<file path="src/trc_pkg.sv">
// Package for the tilt repetition counter: sequencer states, register indexes,
// fixed-point constants and the shared rounding and saturation helpers.
// No dependencies.
`timescale 1ns / 1ps

package trc_pkg;

	localparam int ACC_W = 44;

	typedef enum logic [3:0] {
		ST_IDLE,
		ST_DIV,
		ST_SQ,
		ST_CUBE,
		ST_LIN,
		ST_DEG,
		ST_WR,
		ST_WA,
		ST_FIN
	} state_t;

	localparam logic [1:0] REG_PEAK_THR   = 2'd0;
	localparam logic [1:0] REG_REST_THR   = 2'd1;
	localparam logic [1:0] REG_QUIET_BAND = 2'd2;
	localparam logic [1:0] REG_HOLD       = 2'd3;

	localparam logic [1:0] CLS_NONE = 2'd0;
	localparam logic [1:0] CLS_PEAK = 2'd1;
	localparam logic [1:0] CLS_REST = 2'd2;

	localparam logic signed [23:0] PEAK_THR_RST   = 24'sd12800;
	localparam logic signed [23:0] REST_THR_RST   = 24'sd2560;
	localparam logic [15:0]        QUIET_BAND_RST = 16'd2;
	localparam logic [7:0]         HOLD_RST       = 8'd10;

	localparam logic signed [17:0] R_NEG_ONE = -18'sd65536;
	localparam logic [16:0]        R_ONE_MAG = 17'd65536;
	localparam logic [4:0]         DIV_STEPS = 5'd17;

	// multiplier-side constants, Q16 except C_DEG_SCALE, which is Q24
	localparam logic [23:0] C_CUBE      = 24'd12865;
	localparam logic [23:0] C_DEG_SCALE = 24'd7509879;
	localparam logic [23:0] C_W_ROLL    = 24'd60293;
	localparam logic [23:0] C_W_ACC     = 24'd5243;

	localparam logic signed [17:0] C_LIN     = 18'sd64337;
	localparam logic signed [19:0] C_QTR_PI  = 20'sd51472;
	localparam logic signed [19:0] C_3QTR_PI = 20'sd154415;
	localparam logic signed [19:0] C_PI      = 20'sd205887;

	function automatic logic signed [23:0] sat24(input logic signed [27:0] v);
		if (v > 28'sd8388607)
			return 24'sh7fffff;
		else if (v < -28'sd8388608)
			return 24'sh800000;
		else
			return v[23:0];
	endfunction

	// shifts that truncate toward zero
	function automatic logic signed [ACC_W-1:0] shr16_tz(input logic signed [ACC_W-1:0] v);
		logic signed [ACC_W-1:0] b;
		b = v + (v[ACC_W-1] ? ACC_W'(16'hffff) : {ACC_W{1'b0}});
		return b >>> 16;
	endfunction

	function automatic logic signed [ACC_W-1:0] shr24_tz(input logic signed [ACC_W-1:0] v);
		logic signed [ACC_W-1:0] b;
		b = v + (v[ACC_W-1] ? ACC_W'(24'hffffff) : {ACC_W{1'b0}});
		return b >>> 24;
	endfunction

endpackage

</file>
<file path="src/tilt_repetition_counter.sv">
// Tilt repetition counter top level: bit-serial divider, shift-and-add multiplier,
// sequencer and repetition state. Depends on trc_pkg.
`timescale 1ns / 1ps

// One motion sample in, one word out. A sample runs restoring division for the atan2
// quotient, then six products on one shift-and-add multiplier that retires one
// multiplier bit per cycle and stops once the remaining bits are zero, so the time
// a sample takes follows operand size.
// The first result after reset has angle_value zero and fixes the origin. A finished
// word waits in the output register; the next sample is taken once the block has
// passed its result there.
module tilt_repetition_counter (
	input  logic                clk,
	input  logic                arst_n,
	input  logic                cfg_we,
	input  logic [1:0]          cfg_index,
	input  logic [23:0]         cfg_data,
	input  logic                in_valid,
	output logic                in_stall,
	input  logic signed [15:0]  accel_x,
	input  logic signed [15:0]  accel_z,
	input  logic signed [15:0]  gyro_rate,
	output logic                out_valid,
	input  logic                out_stall,
	output logic signed [23:0]  angle_value,
	output logic [1:0]          sample_class,
	output logic [15:0]         repetitions
);
	import trc_pkg::*;

	state_t state_q, state_d;

	logic signed [23:0] peak_thr_q, rest_thr_q;
	logic [15:0]        band_q;
	logic [7:0]         hold_q;

	logic signed [15:0] ax_q, gyro_q;
	logic               xneg_q, yneg_q, nneg_q, dz_q;
	logic [16:0]        rem_q, dq_q, den_q;
	logic [4:0]         cnt_q;
	logic signed [17:0] r_q;
	logic [16:0]        rmag_q;
	logic signed [ACC_W-1:0] mc_q, acc_q;
	logic [23:0]        mp_q;
	logic signed [23:0] blend_q;

	logic signed [23:0] origin_q;
	logic               origin_taken_q;
	logic [7:0]         peak_run_q, rest_run_q;
	logic               peak_seen_q, rest_seen_q;
	logic [15:0]        rep_q;

	logic               out_valid_q;
	logic signed [23:0] out_angle_q;
	logic [1:0]         out_class_q;
	logic [15:0]        out_rep_q;

	// input front end
	logic               in_fire, xneg_c;
	logic [16:0]        ay_c, nmag_c;
	logic signed [17:0] az18_c, ay18_c, num_c, den_c;

	assign in_stall = (state_q != ST_IDLE);
	assign in_fire  = in_valid && !in_stall;

	always_comb begin
		ay_c   = accel_x[15] ? 17'(-$signed({accel_x[15], accel_x})) : 17'({accel_x[15], accel_x});
		az18_c = 18'(accel_z);
		ay18_c = $signed({1'b0, ay_c});
		xneg_c = accel_z[15];
		num_c  = xneg_c ? az18_c + ay18_c : az18_c - ay18_c;
		den_c  = xneg_c ? ay18_c - az18_c : az18_c + ay18_c;
		nmag_c = num_c[17] ? 17'(-num_c) : num_c[16:0];
	end

	// divider step
	logic [17:0] trial_c;
	logic        ge_c;
	logic [16:0] rem_next_c;

	always_comb begin
		trial_c    = {rem_q, dq_q[16]};
		ge_c       = trial_c >= {1'b0, den_q};
		rem_next_c = ge_c ? 17'(trial_c - {1'b0, den_q}) : trial_c[16:0];
	end

	// values formed when a step finishes
	logic                    mul_done;
	logic signed [17:0]      r_c;
	logic [16:0]             rmag_c;
	logic signed [ACC_W-1:0] sh16_c, sh24_c;
	logic signed [17:0]      t_c, tl_c;
	logic signed [19:0]      a_c, ang_c, s_c;
	logic signed [23:0]      blend_c;

	always_comb begin
		mul_done = (mp_q == '0);
		rmag_c   = dz_q ? R_ONE_MAG : dq_q;
		r_c      = dz_q ? R_NEG_ONE :
			(nneg_q ? -$signed({1'b0, dq_q}) : $signed({1'b0, dq_q}));
		sh16_c   = shr16_tz(acc_q);
		sh24_c   = shr24_tz(acc_q);
		t_c      = 18'(sh16_c) - C_LIN;
		tl_c     = r_q[17] ? -t_c : t_c;
		a_c      = (xneg_q ? C_3QTR_PI : C_QTR_PI) + 20'(sh16_c);
		ang_c    = yneg_q ? -a_c : a_c;
		s_c      = ang_c + C_PI;
		blend_c  = sat24(sh16_c[27:0]);
	end

	// per-sample state update
	logic               fin_go, quiet_c;
	logic signed [23:0] org_c, val_c;
	logic signed [17:0] g18_c, b18_c;
	logic [1:0]         cls_c;
	logic [7:0]         pr_c, rr_c;
	logic               ps_c, rs_c;
	logic [15:0]        rc_c;

	assign fin_go = (state_q == ST_FIN) && (!out_valid_q || !out_stall);

	always_comb begin
		org_c   = origin_taken_q ? origin_q : blend_q;
		val_c   = sat24(28'(blend_q) - 28'(org_c));
		g18_c   = 18'(gyro_q);
		b18_c   = $signed({2'b00, band_q});
		quiet_c = (g18_c < b18_c) && (g18_c > -b18_c);
		cls_c   = CLS_NONE;
		if (quiet_c) begin
			if (val_c > peak_thr_q)
				cls_c = CLS_PEAK;
			else if (val_c < rest_thr_q)
				cls_c = CLS_REST;
		end
		pr_c = peak_run_q;
		rr_c = rest_run_q;
		ps_c = peak_seen_q;
		rs_c = rest_seen_q;
		rc_c = rep_q;
		if (cls_c == CLS_PEAK && rs_c && pr_c != 8'hff)
			pr_c = pr_c + 8'd1;
		else if (cls_c == CLS_REST && rr_c != 8'hff)
			rr_c = rr_c + 8'd1;
		if (ps_c && rs_c) begin
			if (rc_c != 16'hffff)
				rc_c = rc_c + 16'd1;
			pr_c = '0;
			rr_c = '0;
			ps_c = 1'b0;
			rs_c = 1'b0;
		end
		if (!ps_c && pr_c >= hold_q && rs_c)
			ps_c = 1'b1;
		if (!rs_c && rr_c >= hold_q)
			rs_c = 1'b1;
	end

	// sequencer
	always_comb begin
		state_d = state_q;
		case (state_q)
			ST_IDLE: if (in_fire) state_d = ST_DIV;
			ST_DIV:  if (cnt_q == '0) state_d = ST_SQ;
			ST_SQ:   if (mul_done) state_d = ST_CUBE;
			ST_CUBE: if (mul_done) state_d = ST_LIN;
			ST_LIN:  if (mul_done) state_d = ST_DEG;
			ST_DEG:  if (mul_done) state_d = ST_WR;
			ST_WR:   if (mul_done) state_d = ST_WA;
			ST_WA:   if (mul_done) state_d = ST_FIN;
			ST_FIN:  if (fin_go) state_d = ST_IDLE;
			default: state_d = ST_IDLE;
		endcase
	end

	always_ff @(posedge clk or negedge arst_n) begin
		if (!arst_n)
			state_q <= ST_IDLE;
		else
			state_q <= state_d;
	end

	// datapath
	always_ff @(posedge clk) begin
		case (state_q)
			ST_IDLE: begin
				if (in_fire) begin
					ax_q   <= accel_x;
					gyro_q <= gyro_rate;
					xneg_q <= xneg_c;
					yneg_q <= accel_x[15];
					nneg_q <= num_c[17];
					dz_q   <= (den_c == '0);
					den_q  <= den_c[16:0];
					rem_q  <= {1'b0, nmag_c[16:1]};
					dq_q   <= {nmag_c[0], 16'd0};
					cnt_q  <= DIV_STEPS;
				end
			end
			ST_DIV: begin
				if (cnt_q != '0) begin
					rem_q <= rem_next_c;
					dq_q  <= {dq_q[15:0], ge_c};
					cnt_q <= cnt_q - 5'd1;
				end else begin
					r_q    <= r_c;
					rmag_q <= rmag_c;
					mc_q   <= ACC_W'(rmag_c);
					mp_q   <= 24'(rmag_c);
					acc_q  <= '0;
				end
			end
			ST_SQ, ST_CUBE, ST_LIN, ST_DEG, ST_WR, ST_WA: begin
				if (!mul_done) begin
					acc_q <= acc_q + (mp_q[0] ? mc_q : {ACC_W{1'b0}});
					mc_q  <= mc_q <<< 1;
					mp_q  <= mp_q >> 1;
				end else begin
					case (state_q)
						ST_SQ: begin
							mc_q  <= ACC_W'($signed({1'b0, sh16_c[16:0]}));
							mp_q  <= C_CUBE;
							acc_q <= '0;
						end
						ST_CUBE: begin
							mc_q  <= ACC_W'(tl_c);
							mp_q  <= 24'(rmag_q);
							acc_q <= '0;
						end
						ST_LIN: begin
							mc_q  <= ACC_W'(s_c);
							mp_q  <= C_DEG_SCALE;
							acc_q <= '0;
						end
						ST_DEG: begin
							mc_q  <= sh24_c;
							mp_q  <= C_W_ROLL;
							acc_q <= '0;
						end
						ST_WR: begin
							mc_q <= ACC_W'(ax_q) <<< 8;
							mp_q <= C_W_ACC;
						end
						ST_WA: blend_q <= blend_c;
						default: blend_q <= blend_q;
					endcase
				end
			end
			default: blend_q <= blend_q;
		endcase
	end

	// configuration and repetition state
	always_ff @(posedge clk or negedge arst_n) begin
		if (!arst_n) begin
			peak_thr_q     <= PEAK_THR_RST;
			rest_thr_q     <= REST_THR_RST;
			band_q         <= QUIET_BAND_RST;
			hold_q         <= HOLD_RST;
			origin_q       <= '0;
			origin_taken_q <= 1'b0;
			peak_run_q     <= '0;
			rest_run_q     <= '0;
			peak_seen_q    <= 1'b0;
			rest_seen_q    <= 1'b0;
			rep_q          <= '0;
		end else begin
			if (cfg_we) begin
				case (cfg_index)
					REG_PEAK_THR:   peak_thr_q <= cfg_data;
					REG_REST_THR:   rest_thr_q <= cfg_data;
					REG_QUIET_BAND: band_q     <= cfg_data[15:0];
					REG_HOLD:       hold_q     <= cfg_data[7:0];
					default:        hold_q     <= hold_q;
				endcase
			end
			if (fin_go) begin
				origin_q       <= org_c;
				origin_taken_q <= 1'b1;
				peak_run_q     <= pr_c;
				rest_run_q     <= rr_c;
				peak_seen_q    <= ps_c;
				rest_seen_q    <= rs_c;
				rep_q          <= rc_c;
			end
		end
	end

	// output word
	always_ff @(posedge clk or negedge arst_n) begin
		if (!arst_n)
			out_valid_q <= 1'b0;
		else if (fin_go)
			out_valid_q <= 1'b1;
		else if (!out_stall)
			out_valid_q <= 1'b0;
	end

	always_ff @(posedge clk) begin
		if (fin_go) begin
			out_angle_q <= val_c;
			out_class_q <= cls_c;
			out_rep_q   <= rc_c;
		end
	end

	assign out_valid    = out_valid_q;
	assign angle_value  = out_angle_q;
	assign sample_class = out_class_q;
	assign repetitions  = out_rep_q;

endmodule

</file>
<file path="config.mk">
export PLATFORM = sky130hd
export DESIGN_NAME = tilt_repetition_counter
export DESIGN_NICKNAME = d
export VERILOG_FILES = /design/src/trc_pkg.sv /design/src/tilt_repetition_counter.sv
export SDC_FILE = /design/constraint.sdc
export NUM_CORES = 1
export LEC_CHECK = 0
export BUFFER_PORTS_ARGS = -buffer_cell sky130_fd_sc_hd__buf_4
export CAP_MARGIN = 10
export CORE_UTILIZATION = 36
export CTS_CLUSTER_DIAMETER = 30
export DETAILED_ROUTE_END_ITERATION = 10
export SKIP_LAST_GASP = 1
export SYNTH_ARGS = -nofsm -noshare
export SYNTH_HDL_FRONTEND = slang
export SYNTH_SLANG_ARGS = --single-unit
</file>
<file path="constraint.sdc">
create_clock -name clk -period 10.85 [get_ports clk]
set_input_delay 0.5425 -clock clk [delete_from_list [all_inputs] [get_ports clk]]
set_output_delay 0.5425 -clock clk [all_outputs]
set_load 0.02 [all_outputs]
</file>
Yosys cells after proc, flatten, opt, wreduce, memory -nomap -nowiden:

Index checks and enable logic that the tools add are counted.

* bits in read-only memories: 0
* bits in latches: 0
* register bits after elaboration: 441
* output and inout port bits: 44
* memories: 0
* RAM bits: 0
* input port bits: 79

* div/mod/pow operators: 0
* reduce and logical (&&, ||, !) cells: 38
* bitwise gates (word level): 1
* add/subtract/negate cells: 21
* $lt $le $gt $ge: 11
* $mul: 0
* shift-type cells: 0
* mux-type cells: 64
* equal/unequal tests: 30

Operator list (count)
* 2-to-1 mux 44 bit: 6
* one-hot mux 44 bit (5 select lines): 1
* one-hot mux 44 bit (2 select lines): 2
* 2-to-1 mux 24 bit: 7
* 2-to-1 mux 17 bit: 8
* one-hot mux 24 bit (5 select lines): 1
* 2-to-1 mux 18 bit: 5
* one-hot mux 17 bit (2 select lines): 2
* 2-to-1 mux 16 bit: 3
* one-hot mux 24 bit (2 select lines): 1
* adder 44 x 16 -> 44 bit: 1
* adder 44 x 24 -> 44 bit: 1
* adder 44 bit: 1
* 2-to-1 mux 8 bit: 5
* 2-to-1 mux 4 bit: 9
* one-hot mux 4 bit (9 select lines): 1
* > comparator 28 x 24 -> 1 bit, second input constant: 1
* less-than comparator 28 x 24 -> 1 bit, second input constant: 1
* > comparator 25 x 24 -> 1 bit, second input constant: 1
* less-than comparator 25 x 24 -> 1 bit, second input constant: 1
* subtractor 24 x 24 -> 25 bit: 1
* > comparator 24 bit: 1
* logical NOT 24 bit: 1
* less-than comparator 24 bit: 1
* other kinds (53): 103

Longest topological paths before layout:

Gate-level depths: netlist of run 1.

* depth in word-level cells: 18
* depth in mapped cells: 47
* mapped depth without buffers: 46

Worst setup path after synthesis of run 1:

No wires, ideal clock.

* path type: reg-to-reg
* start: register origin_taken_q
* end: register rest_seen_q
* data arrival time: 7950 ps
* cell stages (with the launch flop): 45
* setup slack: 2764 ps
* buffers on the path: 3
* period minus slack after synthesis: 8086 ps
* required time: 10714 ps
* library setup time: 136 ps
* cell sequence: dfrtp_1 > clkbuf_1 > clkbuf_1 > mux2i_1 > ha_1 > nor2b_1 > o21ai_0 > a21boi_0 > o21ai_0 > a21boi_0 > o21ai_0 > a21oi_1 > o211ai_1 > nand2_1 > o31ai_1 > clkbuf_1 > o21ai_0 > ha_1 > (+9 left out) > o211ai_1 > nand3_1 > nor4b_1 > nor2_1 > xnor2_1 > nand2_1 > ha_1 > nand2b_1 > a21oi_1 > nor2b_1 > o21ai_0 > nand2b_1 > a21oi_1 > nor2b_1 > o21ai_0 > nand2b_1 > a21oi_1 > o21ai_0

* longest elaborated chain between the ends: 17

RTL lines
* start, declared: line tilt_repetition_counter.sv:48 `logic origin_taken_q;`
* start signal, assigned: line tilt_repetition_counter.sv:260 `origin_taken_q <= 1'b0;`
* start signal, assigned: line tilt_repetition_counter.sv:278 `origin_taken_q <= 1'b1;`
* 2-to-1 mux 24 bit *: line tilt_repetition_counter.sv:123 `org_c = origin_taken_q ? origin_q : blend_q;`
* subtractor 24 x 24 -> 25 bit *: line tilt_repetition_counter.sv:124 `val_c = sat24(28'(blend_q) - 28'(org_c));`
* less-than comparator 25 x 24 -> 1 bit: line trc_pkg.sv:54 `else if (v < -28'sd8388608)`
* 2-to-1 mux 24 bit: line trc_pkg.sv:54
* 2-to-1 mux 24 bit *: line trc_pkg.sv:52 `if (v > 28'sd8388607)`
* via val_c[9]: line tilt_repetition_counter.sv:113 `logic signed [23:0] org_c, val_c;`
* less-than comparator 24 bit: line tilt_repetition_counter.sv:132 `else if (val_c < rest_thr_q)`
* 2-to-1 mux 2 bit: line tilt_repetition_counter.sv:132
* (+2 left out)
* == test 2 bit or == test 2 x 1 -> 1 bit (tied branches): line tilt_repetition_counter.sv:142, tilt_repetition_counter.sv:140
* logical AND 1 bit, on equally long branches: line tilt_repetition_counter.sv:142, tilt_repetition_counter.sv:140
* 2-to-1 mux 8 bit or logical AND 1 bit (tied branches): line tilt_repetition_counter.sv:142, tilt_repetition_counter.sv:140
* 2-to-1 mux 8 bit *: line tilt_repetition_counter.sv:140 `if (cls_c == CLS_PEAK && rs_c && pr_c != 8'hff)`
* 2-to-1 mux 8 bit *: line tilt_repetition_counter.sv:144 `if (ps_c && rs_c) begin`
* greater-or-equal comparator 8 bit *: line tilt_repetition_counter.sv:154 `if (!rs_c && rr_c >= hold_q)`
* logical AND 1 bit *: line tilt_repetition_counter.sv:154
* 2-to-1 mux 1 bit *: line tilt_repetition_counter.sv:154
* end signal, assigned: line tilt_repetition_counter.sv:282 `rest_seen_q <= rs_c;`
* end, declared: line tilt_repetition_counter.sv:50 `logic peak_seen_q, rest_seen_q;`

The timed path passes the listed nets; every way through them passes the cells marked *.
A chain may end at the register's enable or synchronous reset.

Final worst setup path of run 1:

Ends and elaborated chain as after synthesis.

==> results of run 1 <==
[power breakdown]
part           switching (mW)  leakage [nW]  total, mW  internal [mW]
sequential              0.419          4.48       2.76           2.35
clock                   0.991          1.77       3.16           2.17
combinational            2.99          9.55       4.83           1.85
total                    4.39          15.8       10.8           6.36
[cells by family (layout without fill, tap and decap cells)]
| group | count (synthesis) | after routing | share of synthesized area (%) |
|---|---|---|---|
| mux | 102 | 102 | 3.47 |
| flops | 422 | 422 | 37.8 |
| fa+ha+maj | 288 | 288 | 11.5 |
| xor+xnor | 282 | 282 | 7.82 |
| compound gates | 874 | 874 | 18.0 |
| other cells | 2 | 3 | 0.0236 |
| buf+inv | 361 | 584 | 4.36 |
| simple gates | 1086 | 1086 | 17.1 |
[state kept, by name, summed over array words and instances, names as in the netlist, 17 cells and up]
register	cells
origin_q	24
angle_value	24
dq_q	17
mc_q	44
rmag_q	17
rest_thr_q	24
den_q	17
blend_q	24
acc_q	44
rem_q	17
mp_q	23
peak_thr_q	24
[per-layer routing]
layer	vias up	GRT usage [%]	routed length, um
met5	-	0	0
met4	0	7.02	2810
met2	793	31.1	39800
li1	12700	-	-
met3	177	3.42	5470
met1	12400	26.7	40300
[timing repair]
item / CTS / global route
endpoints found under the hold margin: 54 / 0
hold buffers: 1 / 0
setup endpoints to repair: 0 / 0
resized for setup: 0 / 0
[layout by cell type, fill, tap and decap left out, types with 14 or more instances in the layout]
cell type / Yosys / layout
or2_2: 21 / 21
and2_1: 59 / 59
clkinv_1: 0 / 14
clkbuf_16: 0 / 110
clkbuf_1: 127 / 16
a31oi_1: 31 / 31
nor2b_1: 53 / 53
nor2_1: 232 / 228
o21ai_0: 245 / 244
nor4_1: 30 / 30
clkinv_2: 0 / 26
o21bai_1: 20 / 20
buf_4: 1 / 161
nand2_1: 310 / 309
dfrtp_1: 128 / 128
o31ai_1: 29 / 28
o21a_1: 37 / 36
inv_1: 218 / 217
or3_1: 18 / 18
a211oi_1: 30 / 30
o221ai_1: 14 / 14
nand3_1: 79 / 79
nor3_1: 64 / 60
o211ai_1: 27 / 27
edfxtp_1: 286 / 286
xnor2_1: 186 / 186
mux2_2: 60 / 60
a21oi_1: 195 / 194
mux2i_1: 41 / 41
xor2_1: 94 / 94
and3_1: 53 / 53
a21o_1: 85 / 85
nand2b_1: 49 / 49
nand4_1: 41 / 41
ha_1: 281 / 281
[worst paths after layout]
check | start | end | slack, ns | cells after the start
hold reg to reg | origin_q[3] | origin_q[3] | 0.48 | 2
setup / recovery | origin_taken_q | rest_seen_q | 1.84 | 44
setup reg to reg | origin_taken_q | rest_seen_q | 1.84 | 44
min in group asynchronous | arst_n | rest_thr_q[6] | 0.43 | 2
max in group asynchronous | arst_n | peak_run_q[2] | 9.00 | 3
hold / removal | gyro_rate[4] | gyro_q[4] | 0.07 | 1
[cell type report]
| type | count | area (sq um) |
|---|---|---|
| Multi-Input combinational cell | 2635 | 18500 |
| Clock inverter | 69 | 732 |
| Fill cell | 8426 | 49500 |
| Clock buffer | 133 | 2910 |
| Sequential cell | 422 | 12000 |
| Inverter | 219 | 822 |
| Timing Repair Buffer | 163 | 1230 |
| Tap cell | 1155 | 1450 |
[worst max-delay path: cells and delay by family, from the launching register on]
kind / cells / cell delay (ns)
DFF: 1 / 0.65
adders and majority gates: 3 / 0.92
buffers and inverters: 1 / 0.27
AOI/OAI and AO/OA: 24 / 4.10
muxes: 1 / 0.34
xor gates and xnor gates: 1 / 0.22
and+or+nand+nor: 14 / 2.32
==> impl_table.tex, run 1 <==
\begin{tabular}{lr}
\hline
Metric & Value \\
\hline
\multicolumn{2}{l}{\textbf{Layout}} \\
\quad Fraction of layout cells with a size suffix above 1 & 13.4\% \\
\quad Fin area & between 0.03 and 0.04 sq mm \\
\quad Growth of design area from synthesis to finish & 18.4\% \\
\quad Final instance count without filler cells & 4796 \\
\quad Net count of the finished layout & 3916 \\
\quad Antenna diode count & 0 \\
\quad Post-Route Utilization & 43.2\% \\
\multicolumn{2}{l}{\textbf{CTS}} \\
\quad Worst skew pair latency & 0.66 ns \\
\quad Clock edge transition at the registers on the reported setup and hold paths & around 0.05 ns \\
\quad Clock root buffer & clkbuf\_16 \\
\quad CTS H-tree lvls & 3 \\
\quad Cts bufs inserted & 108 \\
\quad CTS tree & yes \\
\quad Clock Sinks & approximately 420 \\
\quad Setup Buffers After CTS & 0 \\
\quad Clock Path Buffers & 3 \\
\multicolumn{2}{l}{\textbf{Die}} \\
\quad Effective utilization at floorplan & a little over a third \\
\quad Total Die Area & 0.0895 sq mm \\
\quad Cell Rows & 108 \\
\quad DIE WIDTH & roughly 300 um \\
\quad Die H & 299 um \\
\quad I/O Pins & 123 \\
\quad Area of the core & 0.0872 sq mm \\
\multicolumn{2}{l}{\textbf{Global routing}} \\
\quad Largest net degree at the start of global routing & 79 \\
\quad Gr ovfl total & 0 \\
\quad Vias in the first global route & 25200 \\
\quad Global-route wire length before repair & 140000 um \\
\quad Number of antenna violations at the first check in global routing & 0 \\
\quad Global router's overall resource usage & 19.6\% \\
\multicolumn{2}{l}{\textbf{STA}} \\
\quad Number of pins with negative max-slew slack in the final report & 0 \\
\quad Final worst path period need & 9.01 ns \\
\quad Final hold vios & 0 \\
\quad Fin Hold WS & 0.0657 ns \\
\quad Actual transition at the worst max-transition pin & 0.989 ns \\
\quad Final-layout setup total negative slack & 0 ns \\
\quad Setup repair after global routing missed its margin & false \\
\quad Achievable frequency & 111 MHz \\
\quad Post-route fraction of the period consumed by the critical path & 83.1\% \\
\quad Post-route setup slack & 1.84 ns \\
\quad Final setup violation count & 0 \\
\quad Worst rel slew slack & 34.1\% \\
\quad Worst clock skew & 0.0443 ns \\
\multicolumn{2}{l}{\textbf{Flow run}} \\
\quad Max-cap check violation count & 0 \\
\multicolumn{2}{l}{\textbf{Setup path}} \\
\quad Signal arrival time at the worst endpoint & between 9 and 10 ns \\
\quad Max stage delay on crit path & 0.66 ns \\
\quad Required time of the worst setup path & between 10 and 15 ns \\
\quad Endpoint kind of the worst setup timing path & flop \\
\quad Critical path start-end classification & reg -> reg \\
\quad Startpoint Class & flop \\
\quad Slowest cell on the critical path & nor4b\_1 \\
\quad Maximum net fanout on the critical path & 22 \\
\multicolumn{2}{l}{\textbf{Place}} \\
\quad Number of placed instances with taps included & 4593 \\
\quad Post-place instance area & 0.0340 sq mm \\
\quad Half-perimeter wire length after detailed placement & 66100 um \\
\quad Number of I/O port buffers & 122 \\
\quad Minimum setup slack after placement & roughly 1.9 ns \\
\quad Routability cong. & 0.969 \\
\multicolumn{2}{l}{\textbf{Synth}} \\
\quad Most common cell in the synthesized netlist & nand2\_1 \\
\quad Average size of a mapped cell & 9.30 sq um \\
\quad Netlist cell types & 103 \\
\quad Share of Yosys cell area claimed by the top area cell type & 27.0\% \\
\quad Gate Count Post-Synth & 3417 \\
\quad Post-synthesis instance area & 0.0318 sq mm \\
\quad Seq/Total Area, Yosys & 37.8\% \\
\quad Synthesis warning total & 0 \\
\quad Post-synthesis sequential element count & 422 \\
\quad Top FF cell, synth & edfxtp\_1 \\
\quad Synth area leader & edfxtp\_1 \\
\quad Cell types with the largest area share after synthesis & edfxtp\_1, ha\_1, dfrtp\_1 \\
\quad Count of flip-flops with a built-in enable after synthesis & 286 \\
\quad Post-synth top cells & nand2\_1, edfxtp\_1, ha\_1 \\
\quad Asr flop ratio synth & 32.2\% \\
\multicolumn{2}{l}{\textbf{Routing}} \\
\quad Vias & 26000 \\
\quad TritonRoute pass-1 iters & 7 \\
\quad Number of DRC violations after detailed-routing iteration 0 & 1999 \\
\quad Residual antenna-violating net count after detailed routing & 0 \\
\quad Vias per std cell & 5.43 \\
\quad DR WL/cell & 18.4 um \\
\quad Detailed-route wire length & 88400 um \\
\quad Number of design rule violations left after detail routing & 0 \\
\multicolumn{2}{l}{\textbf{Power}} \\
\quad Leakage power of the design & 15.8 nW \\
\quad Worst vdd ir & 0.166 mV \\
\quad PwrDens & approximately 290 mW/mm\^{}2 \\
\quad Post-layout total power & 10.8 mW \\
\multicolumn{2}{l}{\textbf{Status}} \\
\quad Outcome & finished clean \\
\multicolumn{2}{l}{\textbf{Worst hold path}} \\
\quad Hold WC Path Type & in -> reg \\
\hline
\end{tabular}
Power figures use the tool's default switching activity.
==> run 2: changes to the inputs <==
- clock period: 10.85 -> 9 ns (I/O delays scaled with it)
==> impl_table.tex, run 2 (same netlist as run 1, synthesis figures left out) <==
\begin{tabular}{lr}
\hline
Metric & Value \\
\hline
\multicolumn{2}{l}{\textbf{Status}} \\
\quad Outcome & finished clean (unchanged) \\
\multicolumn{2}{l}{\textbf{STA}} \\
\quad Final setup violation count & 0 (unchanged) \\
\quad Final-layout setup total negative slack & 0 ns (unchanged) \\
\quad Final worst path period need & 8.40 ns (was 9.01 ns) \\
\quad Number of pins with negative max-slew slack in the final report & 0 (unchanged) \\
\quad Setup repair after global routing missed its margin & false (unchanged) \\
\quad Achievable frequency & 119 MHz (was 111 MHz) \\
\quad Worst rel slew slack & 23.0\% (was 34.1\%) \\
\quad Actual transition at the worst max-transition pin & 1.13 ns (was 0.989 ns) \\
\quad Final hold vios & 0 (unchanged) \\
\quad Worst clock skew & 0.0411 ns (was 0.0443 ns) \\
\quad Post-route fraction of the period consumed by the critical path & 93.3\% (was 83.1\%) \\
\multicolumn{2}{l}{\textbf{Global routing}} \\
\quad Number of antenna violations at the first check in global routing & 1 (was 0) \\
\quad GRT met2 Usage & 31.5\% (was 31.1\%) \\
\quad Global-route wire length before repair & 142000 um (was 140000 um) \\
\quad Global router's overall resource usage & 19.8\% (was 19.6\%) \\
\quad Largest net degree at the start of global routing & 83 (was 79) \\
\quad Met3 track demand over resource & 3.09\% (was 3.42\%) \\
\quad Global routing's busiest layer & met2 (unchanged) \\
\quad Gr ovfl total & 0 (unchanged) \\
\quad Grt met1 use & 27.4\% (was 26.7\%) \\
\quad Vias in the first global route & 25400 (was 25200) \\
\multicolumn{2}{l}{\textbf{Routing}} \\
\quad DR WL/cell & 18.5 um (was 18.4 um) \\
\quad Vias per std cell & 5.39 (was 5.43) \\
\quad Number of DRC violations after detailed-routing iteration 0 & 1954 (was 1999) \\
\quad Vias & 26100 (was 26000) \\
\quad Residual antenna-violating net count after detailed routing & 0 (unchanged) \\
\quad Number of design rule violations left after detail routing & 0 (unchanged) \\
\quad Detailed-route wire length & 89500 um (was 88400 um) \\
\quad TritonRoute pass-1 iters & 8 (was 7) \\
\multicolumn{2}{l}{\textbf{CTS}} \\
\quad Clock Path Buffers & 3 (unchanged) \\
\quad CTS H-tree lvls & 3 (unchanged) \\
\quad Clock Sinks & 422 (unchanged) \\
\quad Worst skew pair latency & 0.66 ns (about the same) \\
\quad Clock edge transition at the registers on the reported setup and hold paths & 0.05 ns (about the same) \\
\quad CTS tree & yes (unchanged) \\
\quad Cts bufs inserted & 105 (was 108) \\
\quad Clock root buffer & clkbuf\_16 (unchanged) \\
\multicolumn{2}{l}{\textbf{Setup path}} \\
\quad Reg2Reg Setup Slack & 0.60 ns (was 1.84 ns) \\
\quad Required time of the worst setup path & 9.35 ns (was 11.36 ns) \\
\quad Worst-case reg-to-reg path depth & 23 (was 44) \\
\quad Slowest cell on the critical path & edfxtp\_1 (was nor4b\_1) \\
\quad Critical path start-end classification & reg -> reg (unchanged) \\
\quad Maximum net fanout on the critical path & 18 (was 22) \\
\quad Endpoint kind of the worst setup timing path & flop (unchanged) \\
\quad Crit path capture & mc\_q[19] (was rest\_seen\_q) \\
\quad Reg-to-reg critical path endpoint & mc\_q[19] (was rest\_seen\_q) \\
\quad Max stage delay on crit path & 0.82 ns (was 0.66 ns) \\
\quad Critical path origin & acc\_q[43] (was origin\_taken\_q) \\
\quad R2R Path Start & acc\_q[43] (was origin\_taken\_q) \\
\quad Cell breakdown of the critical path & ha\_1 -> nand4\_1 -> a21oi\_2 -> o21ai\_2 -> o21ai\_0 -> nand2\_1 -> xnor2\_1 -> ha\_1 -> o21ai\_0 -> o21ai\_0 -> and2\_0 -> nand3\_1 -> mux2i\_1 -> mux2\_4 -> or3\_4 -> a2111oi\_4 -> a211oi\_1 -> a221o\_1 -> or3\_4 -> a21bo\_1 -> xnor2\_2 -> a21oi\_1 -> o21ai\_1 \\
\quad Startpoint Class & flop (unchanged) \\
\quad Dominant cell type by count on the critical path & o21ai\_0 \\
\quad Signal arrival time at the worst endpoint & 8.75 ns (was 9.52 ns) \\
\multicolumn{2}{l}{\textbf{Die}} \\
\quad Cell Rows & 108 (unchanged) \\
\quad Total Die Area & 0.0895 sq mm (unchanged) \\
\quad DIE WIDTH & 299 um (unchanged) \\
\quad I/O Pins & 123 (unchanged) \\
\quad Effective utilization at floorplan & 36.5\% (unchanged) \\
\quad Die H & 299 um (unchanged) \\
\quad Area of the core & 0.0872 sq mm (unchanged) \\
\multicolumn{2}{l}{\textbf{Layout}} \\
\quad Net count of the finished layout & 3960 (was 3916) \\
\quad Commonest non-fill, non-tap cell in the layout & nand2\_1 (unchanged) \\
\quad Growth of design area from synthesis to finish & 20.4\% (was 18.4\%) \\
\quad Antenna diode count & 0 (unchanged) \\
\quad Top Registers & acc\_q: 44 flops, mc\_q: 44 flops (unchanged) \\
\quad Most frequent cells in the layout & nand2\_1, edfxtp\_1, ha\_1, o21ai\_0, nor2\_1 (unchanged) \\
\quad Final instance count without filler cells & 4839 (was 4796) \\
\quad Count of fill cells added during filler insertion & 8355 (was 8426) \\
\quad Fraction of layout cells with a size suffix above 1 & 13.8\% (was 13.4\%) \\
\multicolumn{2}{l}{\textbf{Worst hold path}} \\
\quad Hold WC Path Type & in -> reg (unchanged) \\
\multicolumn{2}{l}{\textbf{Power}} \\
\quad Leakage power of the design & 16.1 nW (was 15.8 nW) \\
\quad PwrDens & 345 mW/mm\^{}2 (was 286 mW/mm\^{}2) \\
\quad Worst vdd ir & 0.218 mV (was 0.166 mV) \\
\multicolumn{2}{l}{\textbf{Place}} \\
\quad Number of I/O port buffers & 122 (unchanged) \\
\quad Number of placed instances with taps included & 4602 (was 4593) \\
\quad Routability cong. & 0.943 (was 0.969) \\
\quad Half-perimeter wire length after detailed placement & 67100 um (was 66100 um) \\
\multicolumn{2}{l}{\textbf{Flow run}} \\
\quad Max-cap check violation count & 0 (unchanged) \\
\hline
\end{tabular}
[run 2: cell count changes in the layout (fill, tap and decap cells not counted), sizes merged]
cell / previous run / this run
clkinvlp: 9 / 12
clkbuf: 133 / 122
clkinv: 45 / 38
dlygate4sd3: 1 / 37
bufinv: 12 / 18
inv: 222 / 227
buf: 162 / 173
[run 2: critical path, delay by kind of cell (launching register included)]
family / cells / cell delay, ns
xor gates and xnor gates: 2 / 0.35
adders and majority gates: 2 / 0.78
DFF: 1 / 0.82
and+or+nand+nor: 6 / 1.76
muxes: 2 / 0.94
AOI/OAI and AO/OA: 11 / 3.42
[run 2: layer usage]
metal	part of all wire, %	routed length, um	vias to the layer above
met5	0.015	13	-
met4	2.8	2520	2
met3	5.6	4980	169
met2	45	40200	726
met1	47	41800	12400
li1	-	-	12800
[run 2: through the flow]
| stage | cell area, sq um | power, mW | util (%) | hold slack [ns] | setup slack [ns] |
|---|---|---|---|---|---|
| detailed placement | 34000 | 9.07 | 39.1 | 0.471 | -0.136 |
| global placement | 34000 | 9.02 | 39.1 | 0.468 | 0.0971 |
| global route | 38300 | 14.0 | 43.9 | 0.00303 | 0.00352 |
| CTS | 38200 | 13.2 | 43.9 | 0.000634 | 0.0482 |
| floorplan | 31800 | 7.47 | - | 0.154 | 0.914 |
| finish | 38300 | 13.2 | 43.9 | 0.0332 | 0.602 |
[run 2: cell type report]
class                           count  area (sq um)  share of cell area (%)
Clock inverter                     76           993                    2.60
Sequential cell                   422         12000                    31.4
Inverter                          219           822                    2.15
Timing Repair Buffer              210          1670                    4.37
Tap cell                         1155          1450                    3.78
Clock buffer                      122          2810                    7.33
Multi-Input combinational cell   2635         18500                    48.4
[run 2: worst min-delay path by stage]
stage	start	slack, ns	cells past startpoint	end
after floorplan	arst_n	0.15	0	band_q[0]
after global placement	origin_q[10]	0.47	2	origin_q[10]
after detailed placement	origin_q[14]	0.47	2	origin_q[14]
after CTS	accel_x[1]	0.0006	1	ax_q[1]
after global routing	accel_x[1]	0.003	1	ax_q[1]
final	accel_x[2]	0.03	1	ax_q[2]
[run 2: timing repair]
item                                   in CTS  in global routing
gates resized for setup                     1                  7
hold buffers                               37                  0
pin swaps                                   0                  1
setup endpoints to repair                   1                  2
endpoints found under the hold margin     116                  0
setup buffers                               0                  2
[run 2: power by group]
part	total [mW]	internal (mW)	switching, mW	leakage, nW
clock network	3.99	2.75	1.25	1.82
registers	3.33	2.83	0.503	4.48
logic	5.87	2.27	3.60	9.76
total	13.2	7.84	5.35	16.1
